$ cat config.mk
export PLATFORM = sky130hd
export DESIGN_NAME = one_shot_timer_slots_unit
export DESIGN_NICKNAME = d
export VERILOG_FILES = /design/src/rtl/otsu_pkg.sv /design/src/rtl/otsu_step.sv /design/src/rtl/one_shot_timer_slots_unit.sv
export SDC_FILE = /design/constraint.sdc
export NUM_CORES = 1
export LEC_CHECK = 0
export ABC_AREA = 1
export BUFFER_PORTS_ARGS = -buffer_cell sky130_fd_sc_hd__buf_2
export CAP_MARGIN = 15
export CORE_UTILIZATION = 35
export CTS_BUF_LIST = sky130_fd_sc_hd__clkbuf_8
export DETAILED_ROUTE_END_ITERATION = 16
export PLACE_DENSITY_LB_ADDON = 0.05
export SYNTH_ARGS = -nofsm -noshare
export SYNTH_HDL_FRONTEND = slang
export SYNTH_SLANG_ARGS = --single-unit
$ cat constraint.sdc
create_clock -name clk -period 4.21 [get_ports clk]
set_input_delay 0 -clock clk [delete_from_list [all_inputs] [get_ports clk]]
set_output_delay 0 -clock clk [all_outputs]
set_load 0.05 [all_outputs]
$ cat src/rtl/otsu_pkg.sv
`timescale 1ns / 1ps

package otsu_pkg;

	// default slot count
	localparam int unsigned SLOTS_DEF = 8;

	// fixed field widths
	localparam int unsigned OP_W    = 3;
	localparam int unsigned SLOT_W  = 4;
	localparam int unsigned DELAY_W = 8;

	typedef enum logic [OP_W-1:0] {
		OP_SCHEDULE = 3'd0,
		OP_POSTPONE = 3'd1,
		OP_CANCEL   = 3'd2,
		OP_QUERY    = 3'd3,
		OP_TICK     = 3'd4
	} op_t;

	typedef enum logic [1:0] {
		ST_IDLE,
		ST_SWEEP,
		ST_EMIT
	} fsm_t;

	// outcome of one slot visit during a tick sweep
	typedef struct packed {
		logic [DELAY_W-1:0] count;
		logic               hit;
	} step_res_t;

endpackage

$ cat src/rtl/otsu_step.sv
`timescale 1ns / 1ps

// shared slot unit: bump the elapsed count, compare against the limit
module otsu_step (
	input  logic [otsu_pkg::DELAY_W-1:0] count,
	input  logic [otsu_pkg::DELAY_W-1:0] limit,
	output otsu_pkg::step_res_t          res
);

	import otsu_pkg::*;

	logic [DELAY_W-1:0] count_inc;

	assign count_inc = count + DELAY_W'(1);   // wraps, as a byte counter does

	always_comb begin
		res.count = count_inc;
		res.hit   = (count_inc >= limit);
	end

endmodule

$ cat src/rtl/one_shot_timer_slots_unit.sv
`timescale 1ns / 1ps

// Table of SLOTS one-shot timers driven by a command word on start/busy.
// A word is taken at a rising edge with start high and busy low. Schedule,
// postpone, cancel, query, an unknown code, and a tick that arrives while
// ticking is off all finish in the accept cycle: busy stays low, so such
// words may follow every cycle, and the single result word shows in the cycle
// after the accept edge. A tick while ticking is on raises busy and walks
// the slots one per cycle through a single increment-and-compare unit,
// then emits one result word per fired slot in ascending
// slot order, or one word with fired low if none fired, one word a cycle.
// The last word (last high) is on the ports in the first cycle after busy
// falls. Each result word holds for exactly one cycle under strobe and
// cannot be stalled: the receiver must take it then. ticking gives the
// state of the tick source after the command that caused the word.
module one_shot_timer_slots_unit #(
	parameter int unsigned SLOTS = otsu_pkg::SLOTS_DEF
) (
	input  logic                         clk,
	input  logic                         arst_n,
	input  logic                         start,
	output logic                         busy,
	input  logic [otsu_pkg::OP_W-1:0]    operation,
	input  logic [otsu_pkg::SLOT_W-1:0]  slot,
	input  logic [otsu_pkg::DELAY_W-1:0] delay,
	output logic                         strobe,
	output logic                         fired,
	output logic [otsu_pkg::SLOT_W-1:0]  fired_slot,
	output logic                         slot_idle,
	output logic                         ticking,
	output logic                         last
);

	import otsu_pkg::*;

	localparam int unsigned IDX_W = (SLOTS > 1) ? $clog2(SLOTS) : 1;
	localparam logic [IDX_W-1:0] SWEEP_LAST = IDX_W'(SLOTS - 1);

	// ---- state ----
	fsm_t               state_q, state_d;
	logic [DELAY_W-1:0] count_q [SLOTS];
	logic [DELAY_W-1:0] limit_q [SLOTS];
	logic [SLOTS-1:0]   armed_q, armed_d;
	logic               tick_en_q, tick_en_d;
	logic [SLOTS-1:0]   hit_q, hit_d;      // slots fired by the current tick
	logic [IDX_W-1:0]   sweep_q;

	// ---- result register ----
	logic               strobe_q;
	logic               fired_q;
	logic [SLOT_W-1:0]  fired_slot_q;
	logic               slot_idle_q;
	logic               ticking_q;
	logic               last_q;

	// ---- datapath controls ----
	logic               accept;
	logic               slot_ok;
	logic [IDX_W-1:0]   idx;
	logic               cnt_we;
	logic [DELAY_W-1:0] cnt_wdata;
	logic               lim_we;
	logic               res_vld;
	logic               res_fired;
	logic [SLOT_W-1:0]  res_slot;
	logic               res_idle;
	logic               res_last;
	logic [SLOT_W-1:0]  pick;
	step_res_t          step;

	assign slot_ok = ({1'b0, slot} < (SLOT_W + 1)'(SLOTS));

	// one table port: the sweep counter while walking, else the command slot
	assign idx = (state_q == ST_SWEEP) ? sweep_q : slot[IDX_W-1:0];

	otsu_step u_step (
		.count (count_q[idx]),
		.limit (limit_q[idx]),
		.res   (step)
	);

	// lowest pending fired slot
	always_comb begin
		pick = '0;
		for (int i = SLOTS - 1; i >= 0; i--) begin
			if (hit_q[i]) begin
				pick = SLOT_W'(i);
			end
		end
	end

	// ---- FSM: control outputs ----
	always_comb begin
		busy   = (state_q != ST_IDLE);
		accept = start && (state_q == ST_IDLE);
	end

	// ---- datapath ----
	always_comb begin
		cnt_we    = 1'b0;
		cnt_wdata = step.count;
		lim_we    = 1'b0;
		armed_d   = armed_q;
		tick_en_d = tick_en_q;
		hit_d     = hit_q;
		res_vld   = 1'b0;
		res_fired = 1'b0;
		res_slot  = '0;
		res_idle  = 1'b0;
		res_last  = 1'b0;

		if (accept) begin
			if (operation == OP_TICK) begin
				hit_d = '0;
				if (!tick_en_q) begin
					// tick source off: ignored, one empty word
					res_vld  = 1'b1;
					res_last = 1'b1;
				end
			end else begin
				res_vld  = 1'b1;
				res_last = 1'b1;
				if (slot_ok) begin
					unique case (operation)
						OP_SCHEDULE: begin
							cnt_we       = 1'b1;
							cnt_wdata    = '0;
							lim_we       = 1'b1;
							armed_d[idx] = 1'b1;
							tick_en_d    = 1'b1;
						end
						OP_POSTPONE: begin
							cnt_we    = 1'b1;
							cnt_wdata = '0;
						end
						OP_CANCEL: begin
							armed_d[idx] = 1'b0;
							if (armed_d == '0) begin
								tick_en_d = 1'b0;
							end
						end
						OP_QUERY: begin
							res_idle = !armed_q[idx];
						end
						default: begin
							// unknown code: no effect
						end
					endcase
				end
			end
		end

		if (state_q == ST_SWEEP) begin
			if (armed_q[idx]) begin
				cnt_we = 1'b1;
				if (step.hit) begin
					armed_d[idx] = 1'b0;
					hit_d[idx]   = 1'b1;
				end
			end
			// source stops once a firing leaves the table empty
			if (sweep_q == SWEEP_LAST && hit_d != '0 && armed_d == '0) begin
				tick_en_d = 1'b0;
			end
		end

		if (state_q == ST_EMIT) begin
			res_vld = 1'b1;
			if (hit_q != '0) begin
				res_fired = 1'b1;
				res_slot  = pick;
				hit_d     = hit_q & (hit_q - SLOTS'(1));   // drop lowest set bit
				res_last  = (hit_d == '0);
			end else begin
				res_last  = 1'b1;
			end
		end
	end

	// ---- FSM: next state ----
	always_comb begin
		state_d = state_q;
		unique case (state_q)
			ST_IDLE: begin
				if (accept && operation == OP_TICK && tick_en_q) begin
					state_d = ST_SWEEP;
				end
			end
			ST_SWEEP: begin
				if (sweep_q == SWEEP_LAST) begin
					state_d = ST_EMIT;
				end
			end
			ST_EMIT: begin
				if (hit_d == '0) begin
					state_d = ST_IDLE;
				end
			end
			default: begin
				state_d = ST_IDLE;
			end
		endcase
	end

	// ---- control registers ----
	always_ff @(posedge clk or negedge arst_n) begin
		if (!arst_n) begin
			state_q   <= ST_IDLE;
			armed_q   <= '0;
			tick_en_q <= 1'b0;
			hit_q     <= '0;
			sweep_q   <= '0;
			strobe_q  <= 1'b0;
		end else begin
			state_q   <= state_d;
			armed_q   <= armed_d;
			tick_en_q <= tick_en_d;
			hit_q     <= hit_d;
			strobe_q  <= res_vld;
			if (state_q == ST_SWEEP) begin
				sweep_q <= (sweep_q == SWEEP_LAST) ? '0 : sweep_q + IDX_W'(1);
			end
		end
	end

	// count and limit only matter once the slot is armed, and schedule
	// writes both; reset still clears them to match the table's start state
	always_ff @(posedge clk or negedge arst_n) begin
		if (!arst_n) begin
			for (int i = 0; i < SLOTS; i++) begin
				count_q[i] <= '0;
				limit_q[i] <= '0;
			end
		end else begin
			if (cnt_we) begin
				count_q[idx] <= cnt_wdata;
			end
			if (lim_we) begin
				limit_q[idx] <= delay;
			end
		end
	end

	// ---- result payload ----
	always_ff @(posedge clk) begin
		if (res_vld) begin
			fired_q      <= res_fired;
			fired_slot_q <= res_slot;
			slot_idle_q  <= res_idle;
			ticking_q    <= tick_en_d;
			last_q       <= res_last;
		end
	end

	assign strobe     = strobe_q;
	assign fired      = fired_q;
	assign fired_slot = fired_slot_q;
	assign slot_idle  = slot_idle_q;
	assign ticking    = ticking_q;
	assign last       = last_q;

	// ---- assertions ----
	// an armed slot always has the tick source running
	a_armed_ticking: assert property (@(posedge clk) disable iff (!arst_n)
		(armed_q != '0) |-> tick_en_q)
		else $error("slot armed with tick source off");

	// sweep ends in the emit phase
	a_sweep_to_emit: assert property (@(posedge clk) disable iff (!arst_n)
		(state_q == ST_SWEEP && sweep_q == SWEEP_LAST) |=> (state_q == ST_EMIT))
		else $error("sweep did not hand over to emit");

	// a burst of fired words is unbroken until last
	a_burst_contig: assert property (@(posedge clk) disable iff (!arst_n)
		(strobe_q && !last_q) |=> strobe_q)
		else $error("gap inside a result burst");

	// commands other than a tick answer next cycle with one final word
	a_cmd_answer: assert property (@(posedge clk) disable iff (!arst_n)
		(accept && operation != OP_TICK) |=> (strobe_q && last_q && !fired_q))
		else $error("command word not answered");

	// a fired word never carries a query answer
	a_fired_no_idle: assert property (@(posedge clk) disable iff (!arst_n)
		(strobe_q && fired_q) |-> !slot_idle_q)
		else $error("fired word with slot_idle set");

endmodule

# Word level (Yosys, flattened, before mapping)
# Cells that the tools add are included.
# totals
word_cells,156
register_bits,159
input_bits,18
# classes
add_sub_neg,3
mux,71
bitwise_logic,12
n_eq_ne,10
reduce_logical,24
order_cmp,6
# op_table
op,n
$mux 8,24
$bwmux 64,2
$bmux 8 s3,2
$logic_not 8->1,4
$mux 1,26
$and 8x8->8,3
$demux 8 s3,1
$mux 3,6
$or 8x8->8,2
$pmux 8 s2,1
$reduce_bool 8->1,2
$mux 2,5
$reduce_or 9->1,1
$add 8x1->8 const B,1
$ge 8x8->1,1
$not 8->8,1
$reduce_or 4->1,2
$sub 8x1->8 const B,1
$logic_and 1x1->1,7
$eq 3x2->1 const B,2
$eq 3x3->1 const B,2
$pmux 2 s3,1
$reduce_or 6->1,1
$not 1->1,5
22 further kinds,23

# Longest topological paths before layout
# Gate-level depths: netlist of run 1.
# depth
word_depth,20
depth_mapped,32
ltp_nobuf,31

# By module
# Synthesis of run 1 repeated with hierarchy kept, for this count alone.
# unflattened
cells_unflattened,908
area_unflattened_um2,7741.2
# by_module_without_submodules
mod,cells_each,area_per_inst_um2,instances,seq_area_each_um2
one_shot_timer_slots_unit,844,7373.3,1,3988.8
otsu_step,64,367.9,1,0.0

# Worst setup path before layout of run 1
# Ideal clock, no wire load.
# synth_path
path_kind,reg-to-reg
start,register state_q[1]
end,register ticking_q (netlist: ticking) (data pin)
path_buffers,1
period_less_slack_ns,3.612
arrival_ns,3.481
setup_slack_ns,0.598
path_stages_with_launch,30
required_ns,4.078
setup_time_ns,0.132
path_cell_list,dfrtp_1 -> inv_2 -> nand2_4 -> nand2_1 -> nand2_1 -> buf_6 -> nor2_4 -> nand2_2 -> nor2_1 -> nor2_1 -> nand3_1 -> inv_2 -> ha_1 -> inv_1 -> nor2_1 -> nand2_1 -> o21ai_1 -> nand2_1 -> clkinv_2 -> ha_1 -> nand2_1 -> nor2_1 -> nor3b_1 -> nand2_1 -> nand2_1 -> o21ai_0 -> and3_1 -> nand3_1 -> nand2_1 -> inv_1
# synth_via
elab_chain_cells,20
elab_cells_between_ends,48
cone_classes,1 x add/sub; 3 x order compare; 1 x eq/ne; 29 x mux; 6 x bitwise; 8 x reduce/logical
# synth_lines
element,line,source
start: declaration,one_shot_timer_slots_unit.sv:40,"fsm_t state_q, state_d;"
start signal: assignment,one_shot_timer_slots_unit.sv:215,state_q <= state_d;
branches (longest 19 deep; another with $add 8x1->8),-,
$mux 1 (*),one_shot_timer_slots_unit.sv:153,if (state_q == ST_SWEEP) begin
named net tick_en_d,one_shot_timer_slots_unit.sv:44,"logic tick_en_q, tick_en_d;"
end signal: assignment,one_shot_timer_slots_unit.sv:250,ticking_q <= tick_en_d;
end: declaration,one_shot_timer_slots_unit.sv:53,logic ticking_q;
# Mark *: on every way through the listed nets, which the timed path passes. The select of a mux whose other input is x is not followed.
# A chain may end at the register's enable or synchronous reset.

# Worst setup path after layout of run 1
# layout_path
start,register state_q[1]
end,register state_q[1]
# layout_via
elab_chain_cells,17
elab_cells_between_ends,37
cone_classes,1 x add/sub; 3 x order compare; 5 x eq/ne; 19 x mux; 2 x bitwise; 7 x reduce/logical
# layout_lines
element,line,source
$eq 2x1->1,"one_shot_timer_slots_unit.sv:74, one_shot_timer_slots_unit.sv:153",
$mux 3,one_shot_timer_slots_unit.sv:74,assign idx = (state_q == ST_SWEEP) ? sweep_q : slot[IDX_W-1:0];
$not 3->4 (not written as such),"one_shot_timer_slots_unit.sv:77, one_shot_timer_slots_unit.sv:78",
$bmux 8 s3,one_shot_timer_slots_unit.sv:77,".count (count_q[idx]),"
$mux 8 (not written as such) (2 in series),one_shot_timer_slots_unit.sv:77,
$add 8x1->8,otsu_step.sv:14,assign count_inc = count + DELAY_W'(1);
$ge 8x8->1,otsu_step.sv:18,res.hit = (count_inc >= limit);
$mux 8,one_shot_timer_slots_unit.sv:156,if (step.hit) begin
$mux 8,one_shot_timer_slots_unit.sv:154,if (armed_q[idx]) begin
$mux 8 (2 in series),one_shot_timer_slots_unit.sv:153,
$mux 8,one_shot_timer_slots_unit.sv:169,if (hit_q != '0) begin
$mux 8 (*),one_shot_timer_slots_unit.sv:167,if (state_q == ST_EMIT) begin
named net hit_d[4],one_shot_timer_slots_unit.sv:45,"logic [SLOTS-1:0] hit_q, hit_d;"
$logic_not 8->1 (*),one_shot_timer_slots_unit.sv:195,if (hit_d == '0) begin
$ne 2x1->1 (no line) (*),-,
$reduce_and 3->1 (no line) (*),-,
# The timed path passes the listed nets; every way through them passes the cells marked *. The select of a mux whose other input is x is not followed.

==> results of run 1 <==
==> cell families (layout without fill, tap and decap cells) <==
| group | after synthesis | after routing | synth area share |
|---|---|---|---|
| and+or+nand+nor | 512 | 515 | 0.277 |
| AOI/OAI and AO/OA | 210 | 210 | 0.141 |
| DFF | 158 | 158 | 0.497 |
| buffers and inverters | 123 | 203 | 0.0654 |
| adders and majority gates | 11 | 11 | 0.0172 |
| other | 1 | 1 | 0.000467 |
| xor gates and xnor gates | 1 | 1 | 0.00203 |
==> layout make-up <==
class,instances,area [sq um],area share
Clock inverter,14,179,0.0192
Sequential cell,158,3990,0.428
Inverter,90,344,0.0369
Tap cell,285,357,0.0382
Timing Repair Buffer,81,594,0.0637
Clock buffer,18,248,0.0266
Multi-Input combinational cell,738,3620,0.388
==> sequential cells by signal, indices dropped and copies added (netlist names) <==
name and count:
strobe 1, hit_q 8, last 1, limit_q 64, tick_en_q 1, armed_q 8, count_q 64, sweep_q 3
state_q 2, fired 1, fired_slot 3, ticking 1, slot_idle 1
==> power by group <==
group	leakage (nW)	switching, mW	internal [mW]
sequential	2.08	0.304	2.02
combinational	2.44	2.47	1.26
clock	0.218	0.625	0.616
==> what timing repair did <==
| item | CTS | global route |
|---|---|---|
| setup buffers | 0 | 11 |
| endpoints found under the setup margin | 0 | 12 |
| endpoints found under the hold margin | 146 | 0 |
| hold buffers | 13 | 0 |
| gates resized for setup | 0 | 24 |
==> stage by stage <==
step	setup WS, ns	utilization	instance area, sq um
CTS	0.0208	0.404	9120
finish	0.292	0.413	9330
detailed placement	0.0353	0.379	8560
global placement	0.150	0.379	8560
floorplan	0.598	-	8020
global route	0.00863	0.413	9330
==> worst min path at each step <==
| stage | end | cells past startpoint |
|---|---|---|
| CTS | last$_DFFE_PP_ | 4 |
| global placement | count_q[26]$_DFFE_PN0P_ | 1 |
| global route | last$_DFFE_PP_ | 4 |
| detailed placement | count_q[26]$_DFFE_PN0P_ | 1 |
| finish | last$_DFFE_PP_ | 4 |
| floorplan | armed_q[0]$_DFF_PN0_ | 0 |
==> cell usage after synthesis (4+ instances only) <==
cell type and number:
buf_4 5, nand3_1 42, inv_1 78, nand2_4 5, nand2_2 18, nand2_1 329
o21ai_0 116, nor2_4 5, nand4_1 20, a22oi_1 13, dfrtp_1 151, inv_2 10
buf_2 15, ha_1 11, nor2_1 72, o22ai_1 14, clkbuf_1 9, o21ai_1 43
a21oi_1 15, nor2_2 4, edfxtp_1 7
==> critical path: cells and delay by family, from the launching register on <==
family / cells / cell delay [ns]
and+or+nand+nor: 18 / 1.98
buffers and inverters: 6 / 0.85
DFF: 1 / 0.44
adders and majority gates: 1 / 0.32
AOI/OAI and AO/OA: 2 / 0.22
==> layout by cell type (no fill, tap or decap), types with 14 or more instances in the layout <==
cell type    n
a21oi_1     15
buf_2       25
buf_4       41
clkbuf_8    18
dfrtp_1    150
inv_1       78
nand2_1    323
nand2_2     21
nand3_1     41
nand4_1     20
nor2_1      71
o21ai_0    115
o21ai_1     44
o22ai_1     14
==> layer usage <==
layer | global-route usage | vias up | part of all wire
met4 | 0.0443 | 0 | 0.0079
met2 | 0.351 | 105 | 0.47
li1 | - | 3476 | -
met5 | 0 | - | 0
met1 | 0.296 | 3297 | 0.49
met3 | 0.0301 | 15 | 0.030
==> results.json, run 1 <==
{
  "synth_seq_area_share": 0.497,
  "fin_tns_setup_ns": 0,
  "endpoint": "state_q[1]$_DFFE_PN0P_",
  "peakVddDrop_mv": 0.277,
  "worstRegToRegCells": 27,
  "grt_max_degree": 83,
  "core_area_sq_um": 22600,
  "die_h_microns": 153,
  "die_x_microns": 153,
  "period_share": 0.931,
  "grt_pass1_wl_microns": 38400,
  "fin_hold_ws_ns": 0.0620,
  "wl_per_cell_microns": 17.3,
  "critPathLaunchType": "flip-flop",
  "status": "finished clean",
  "synth_seq_cells": 158,
  "cts_buffers": 17,
  "track_usage": 0.212,
  "critPathKind": "reg2reg",
  "synth.avg_cell_area_sq_um": 7.90,
  "placed_cells": 1325,
  "htreeDepth": 4,
  "end_kind": "flip-flop",
  "worstSetupStartpoint": "state_q[1]$_DFFE_PN0P_",
  "reg2reg_from": "state_q[1]$_DFFE_PN0P_",
  "synth.largest_area_cell": "dfrtp_1",
  "gp_congestion": 0.816,
  "grt.overflow.total": 0,
  "crit_path_max_incr_delay_ns": 0.44,
  "yosysUniqueCellTypes": 44,
  "antenna_found_initial": 0,
  "cts_tree": "yes",
  "nNetsFinal": 1115,
  "syn-instance-count": 1016,
  "skew_ns": 0.0176,
  "finalSetupViolCount": 0,
  "die_area_sq_um": 23500,
  "drc": 0,
  "maxCapViolCount": 0,
  "first_pass_iters": 8,
  "synth_area_sq_um": 8020,
  "rsz0062_at_grt": "no",
  "start_util": 0.355,
  "synth_warnings": 0,
  "vias_per_cell": 4.98,
  "finalPower_mw": 7.29,
  "synth-edff-count": 7,
  "synth_top_area_share": 0.471,
  "p_leak_nw": 4.73,
  "yosys-top-cells-area": "dfrtp_1 47%, nand2_1 15%, o21ai_0 7.2%",
  "drtIter0Drc": 350,
  "maxSlewHeadroom": 0.474,
  "hpwl_microns": 16400,
  "worstPathRequired_ns": 4.56,
  "crit_arrival_ns": 4.27,
  "areaGrowthSynthToFinish_pct": 16.3,
  "fillers": 2429,
  "ff2ff_setup_slack_ns": 0.29,
  "worst_slew_pin_slew_ns": 0.789,
  "n_antenna_cell": 0,
  "crit_path_frequent_cell": "nand2_1",
  "portBuffers": 26,
  "hold_violations": 0,
  "vias": 6893,
  "root_buffer": "clkbuf_8",
  "min_from": "operation[2]",
  "cp_slowest_cell": "dfrtp_1",
  "clkTransAtPathRegs_ns": 0.09,
  "fmax_mhz": 255,
  "syn-num-nets": 1045,
  "powerDensity_nw_per_um2": 781,
  "drv_slew": 0,
  "ant_nets": 0,
  "crit_fanout": 15,
  "cts.sinks": 158,
  "layout-drive-gt1-share": 0.151,
  "final_cell_count_no_fill": 1384,
  "drt-total-wl_microns": 24000,
  "reg2reg_to": "state_q[1]$_DFFE_PN0P_",
  "grt_pass1_vias": 6826,
  "clk_latency_ns": 0.46,
  "num_io_pins": 28,
  "hp-class": "in2reg",
  "row_count": 55,
  "synthArstFlopShare": 0.956,
  "cts_max_path_buffers": 2,
  "dominantRegCellSynth": "dfrtp_1",
  "fin_crit_ns": 3.92
}
(Power assumes the default switching activity.)
==> run 2, diff against run 1 <==
--- a/config.mk
+++ b/config.mk
@@ -8,6 +8,7 @@
 export ABC_AREA = 1
 export BUFFER_PORTS_ARGS = -buffer_cell sky130_fd_sc_hd__buf_2
 export CAP_MARGIN = 15
+export CORE_ASPECT_RATIO = 1.4
 export CORE_UTILIZATION = 35
 export CTS_BUF_LIST = sky130_fd_sc_hd__clkbuf_8
 export DETAILED_ROUTE_END_ITERATION = 16
==> run 2 against run 1 <==
- die area about the same
- sequential power about the same
- utilization fell by 0.56 points
- sequential share of layout area increased by 0.69 points
- clock power shrank 3%
- count of clock-buffer cells in the layout shrank 1
- cell area is 1.6% lower
- power down 2.0%
- register-to-register slack better by 0.05 ns
- largest power group unchanged
==> results.json, run 2 (synthesized netlist as in run 1, its figures left out) <==
{
  "worstPathRequired_ns": 4.57,
  "antenna_found_initial": 0,
  "drt-total-wl_microns": 24700,
  "maxSlewHeadroom": 0.389,
  "fin_tns_setup_ns": 0,
  "skew_ns": 0.0143,
  "layout_commonest_cell": "nand2_1",
  "row_count": 65,
  "drc": 0,
  "grt_pass1_vias": 6934,
  "rsz0062_at_grt": "no",
  "end_kind": "flip-flop",
  "cts_tree": "yes",
  "cts_buffers": 17,
  "ant_nets": 0,
  "reg2reg_to": "state_q[1]$_DFFE_PN0P_",
  "finalPower_mw": 7.14,
  "htreeDepth": 4,
  "core_area_sq_um": 22500,
  "crit_path_frequent_cell": "nand2_1",
  "die_h_microns": 181,
  "hold_violations": 0,
  "largest_registers": "count_q (64), limit_q (64)",
  "period_share": 0.920,
  "reg2reg_from": "state_q[1]$_DFFE_PN0P_",
  "mostFrequentLayoutCells": "324 x nand2_1, 149 x dfrtp_1, 114 x o21ai_0",
  "worstSetupStartpoint": "state_q[1]$_DFFE_PN0P_",
  "vias_per_cell": 4.96,
  "clkTransAtPathRegs_ns": 0.08,
  "track_usage": 0.227,
  "start_util": 0.356,
  "portBuffers": 26,
  "cts_max_path_buffers": 2,
  "num_io_pins": 28,
  "first_pass_iters": 5,
  "die_area_sq_um": 23500,
  "vias": 6874,
  "grt_pass1_wl_microns": 39500,
  "root_buffer": "clkbuf_8",
  "placedInstanceArea_sq_um": 8590,
  "nNetsFinal": 1101,
  "maxCapViolCount": 0,
  "worstRegToRegCells": 28,
  "clk_latency_ns": 0.48,
  "worst_slew_pin_slew_ns": 0.916,
  "fin_hold_ws_ns": 0.151,
  "layout-drive-gt1-share": 0.139,
  "fin_crit_ns": 3.87,
  "cts.sinks": 158,
  "crit_path_max_incr_delay_ns": 0.44,
  "drtIter0Drc": 396,
  "ff2ff_setup_slack_ns": 0.34,
  "powerDensity_nw_per_um2": 778,
  "cp_slowest_cell": "dfrtp_2",
  "grt.overflow.total": 0,
  "fillers": 2394,
  "fmax_mhz": 258,
  "finalSetupViolCount": 0,
  "die_x_microns": 130,
  "critPathLaunchType": "flip-flop",
  "wl_per_cell_microns": 17.8,
  "status": "finished clean",
  "crit_arrival_ns": 4.23,
  "grt_max_degree": 92,
  "hpwl_microns": 17000,
  "areaGrowthSynthToFinish_pct": 14.5,
  "critPathKind": "reg2reg",
  "peakVddDrop_mv": 0.299,
  "crit_fanout": 31,
  "fin_area_sq_um": 9180,
  "endpoint": "state_q[1]$_DFFE_PN0P_",
  "gp_congestion": 0.830,
  "n_antenna_cell": 0,
  "drv_slew": 0,
  "p_leak_nw": 4.64,
  "hp-class": "in2reg"
}
run 2: worst min-delay path by stage:
stage	start	endpoint	slack (ns)	cells after the start
final	start	last$_DFFE_PP_	0.15	4
after global placement	arst_n	count_q[30]$_DFFE_PN0P_	0.16	1
after global routing	slot[3]	armed_q[4]$_DFF_PN0_	0.16	8
after detailed placement	arst_n	count_q[62]$_DFFE_PN0P_	0.17	1
after floorplan	arst_n	armed_q[0]$_DFF_PN0_	-0.30	0
after CTS	start	last$_DFFE_PP_	0.13	4
run 2: final cells by class:
cell class,instances,area [sq um],area share
clock buffers,17,234,0.0255
clock inverters,15,171,0.0187
inverters,90,343,0.0373
multi-input cells,735,3560,0.387
flip-flops and latches,158,3990,0.435
well taps,301,377,0.0410
repair buffers,70,512,0.0557
run 2: power by group:
group	leakage [nW]	total (mW)	switching, mW	internal (mW)
clock	0.211	1.20	0.613	0.584
combinational	2.36	3.62	2.44	1.19
sequential	2.08	2.32	0.305	2.02
run 2: worst max-delay path, delay by kind of cell, from the launching register on:
family	cells	cell delay (ns)
AND/OR/NAND/NOR	21	2.20
buffers and inverters	4	0.56
flip-flops	1	0.44
adder cells (fa/ha/maj)	1	0.30
AO/OA/AOI/OAI	2	0.23
run 2: repair_timing:
item / CTS / global route
pin swaps: 0 / 2
endpoints found under the hold margin: 156 / 0
buffers inserted: 0 / 1
hold buffers: 13 / 0
cloned: 0 / 0
setup endpoints to repair: 3 / 3
gates resized for setup: 1 / 17
run 2: per-stage QoR:
stage | setup WS [ns] | util | instances
3_5_place_dp | -0.159 | 0.381 | 1340
3_3_place_gp | -0.122 | 0.381 | 1340
2_1_floorplan | 0.598 | - | 1016
6_report | 0.337 | 0.408 | 1386
4_1_cts | 0.0583 | 0.405 | 1385
5_1_grt | 0.00731 | 0.408 | 1386
run 2: per-layer routing:
metal  wire length, microns  vias up  global-route usage
li1                       -     3444                   -
met1                  10900     3294               0.278
met2                  12700      105               0.394
met3                    633       31              0.0388
met4                    491        0              0.0828
met5                      0        -                   0
==> run 3, diff against run 2 <==
--- a/config.mk
+++ b/config.mk
@@ -13,6 +13,7 @@
 export CTS_BUF_LIST = sky130_fd_sc_hd__clkbuf_8
 export DETAILED_ROUTE_END_ITERATION = 16
 export PLACE_DENSITY_LB_ADDON = 0.05
+export RECOVER_POWER = 50
 export SYNTH_ARGS = -nofsm -noshare
 export SYNTH_HDL_FRONTEND = slang
 export SYNTH_SLANG_ARGS = --single-unit
==> run 3 against run 2 <==
- the run now ends with max-capacitance violations, max-slew violations left
- clock power barely moved
- utilization decreased by 0.10 points
- die area unchanged
- first-iteration DRC count shrank 4.8%
- worst hold slack about the same
- sequential cell count stayed put
- final cell count unchanged
- setup slack better by 0.0074 ns
- via count up 0.12%
- count of clock-buffer cells in the layout did not move
- critical path type unchanged
- largest power group unchanged
- highest routed layer unchanged
==> results.json, run 3 (synthesized netlist as in run 1, its figures left out) <==
{
  "multiInputGateArea_sq_um": 3560,
  "cts_buffers": 17,
  "placed_cells": 1340,
  "cts_max_path_buffers": 2,
  "portBuffers": 26,
  "clk_latency_ns": 0.48,
  "start_util": 0.356,
  "hold_violations": 0,
  "root_buffer": "clkbuf_8",
  "clkTransAtPathRegs_ns": 0.08,
  "fin_crit_ns": 3.87,
  "cts.sinks": 158,
  "gr-max-usage-layer": "met2",
  "antenna_found_initial": 0,
  "powerDensity_nw_per_um2": 779,
  "grtUsageMet1": 0.278,
  "fin_area_sq_um": 9160,
  "grt_max_degree": 92,
  "grt_pass1_vias": 6934,
  "hp-class": "in2reg",
  "ant_nets": 0,
  "maxSlewHeadroom": -0.638,
  "fmax_mhz": 259,
  "min_from": "start",
  "p_leak_nw": 4.61,
  "cts_tree": "yes",
  "row_count": 65,
  "grt_pass1_wl_microns": 39500,
  "areaGrowthSynthToFinish_pct": 14.2,
  "finalSetupViolCount": 0,
  "worstPathRequired_ns": 4.57,
  "die_area_sq_um": 23500,
  "vias": 6882,
  "crit_buf_inv": 4,
  "hold_end": "last$_DFFE_PP_",
  "first_pass_iters": 5,
  "nNetsFinal": 1101,
  "ff2ff_setup_slack_ns": 0.34,
  "layout_commonest_cell": "nand2_1",
  "status": "finished with violations",
  "skew_ns": 0.0148,
  "mostFrequentLayoutCells": "324 x nand2_1, 149 x dfrtp_1, 114 x o21ai_0",
  "core_area_sq_um": 22500,
  "placedInstanceArea_sq_um": 8590,
  "fillers": 2400,
  "grt.overflow.total": 0,
  "drv_slew": 92,
  "crit_fanout": 31,
  "register_area_sq_um": 3990,
  "reg2reg_to": "state_q[1]$_DFFE_PN0P_",
  "utilization": 0.407,
  "drc": 0,
  "use_met3": 0.0388,
  "wl_per_cell_microns": 17.8,
  "drtIter0Drc": 377,
  "critPathLaunchType": "flip-flop",
  "finalPower_mw": 7.14,
  "track_usage": 0.227,
  "period_share": 0.918,
  "peakVddDrop_mv": 0.300,
  "final_cell_count_no_fill": 1386,
  "die_h_microns": 181,
  "n_antenna_cell": 0,
  "cp_slowest_cell": "dfrtp_2",
  "worstRegToRegCells": 28,
  "gp_congestion": 0.830,
  "layout-drive-gt1-share": 0.131,
  "htreeDepth": 4,
  "crit_path_max_incr_delay_ns": 0.44,
  "critPathKind": "reg2reg",
  "drt-total-wl_microns": 24700,
  "die_x_microns": 130,
  "vias_per_cell": 4.97,
  "crit_path_frequent_cell": "nand2_1",
  "hpwl_microns": 17000,
  "worst_slew_pin_slew_ns": 2.46,
  "end_kind": "flip-flop",
  "critPathTopFamily": "simple AND/OR/NAND/NOR gates",
  "maxCapViolCount": 1,
  "largest_registers": "count_q (64), limit_q (64)",
  "violations": "max-capacitance violations, max-slew violations",
  "rsz0062_at_grt": "no",
  "reg2reg_from": "state_q[1]$_DFFE_PN0P_",
  "fin_hold_ws_ns": 0.151,
  "hold_depth": 4,
  "num_io_pins": 28,
  "crit_arrival_ns": 4.23,
  "grtUsageMet2": 0.394
}
[run 3: cell type report]
class / instances / area share
Tap cell: 301 / 0.0411
Clock buffer: 17 / 0.0255
Timing Repair Buffer: 70 / 0.0534
Multi-Input combinational cell: 735 / 0.388
Sequential cell: 158 / 0.436
Clock inverter: 15 / 0.0187
Inverter: 90 / 0.0374
[run 3: routing by layer]
layer	routed length [microns]	up-vias
li1	-	3440
met1	10800	3302
met2	12700	104
met3	621	36
met4	518	0
met5	0	-
[run 3: metrics by stage]
step	TNS, ns	worst slack [ns]
4_1_cts	0	0.0583
3_5_place_dp	-0.298	-0.159
3_3_place_gp	-0.196	-0.122
5_1_grt	0	0.00731
6_report	0	0.344
2_1_floorplan	0	0.598
[run 3: how the worst max path moves through the flow]
| stage | slack (ns) | cells past startpoint | endpoint | from |
|---|---|---|---|---|
| after global routing | 0.007 | 28 | ticking$_DFFE_PP_ | state_q[1]$_DFFE_PN0P_ |
| after CTS | 0.06 | 26 | ticking$_DFFE_PP_ | state_q[0]$_DFFE_PN0P_ |
| after floorplan | 0.60 | 29 | ticking$_DFFE_PP_ | state_q[1]$_DFFE_PN0P_ |
| final | 0.34 | 28 | state_q[1]$_DFFE_PN0P_ | state_q[1]$_DFFE_PN0P_ |
| after detailed placement | -0.16 | 26 | ticking$_DFFE_PP_ | state_q[0]$_DFFE_PN0P_ |
| after global placement | -0.12 | 28 | ticking$_DFFE_PP_ | state_q[1]$_DFFE_PN0P_ |
[run 3: power by group]
| part | total [mW] | internal, mW | switching (mW) |
|---|---|---|---|
| clock network | 1.20 | 0.584 | 0.612 |
| logic | 3.62 | 1.17 | 2.44 |
| registers | 2.33 | 2.02 | 0.307 |
[run 3: worst register-to-register path, delay by kind of cell, from the launching register on]
kind                       cells  cell delay, ns
and+or+nand+nor               21            2.24
buffers and inverters          4            0.56
DFF                            1            0.44
adders and majority gates      1            0.30
AOI/OAI and AO/OA              2            0.24
[run 3: what timing repair did]
item,4_1_cts,5_1_grt
setup buffers,0,1
hold endpoints to repair,156,0
hold buffers,13,0
endpoints found under the setup margin,3,3
gates cloned,0,0
gates resized for setup,1,17
pin swaps,0,2
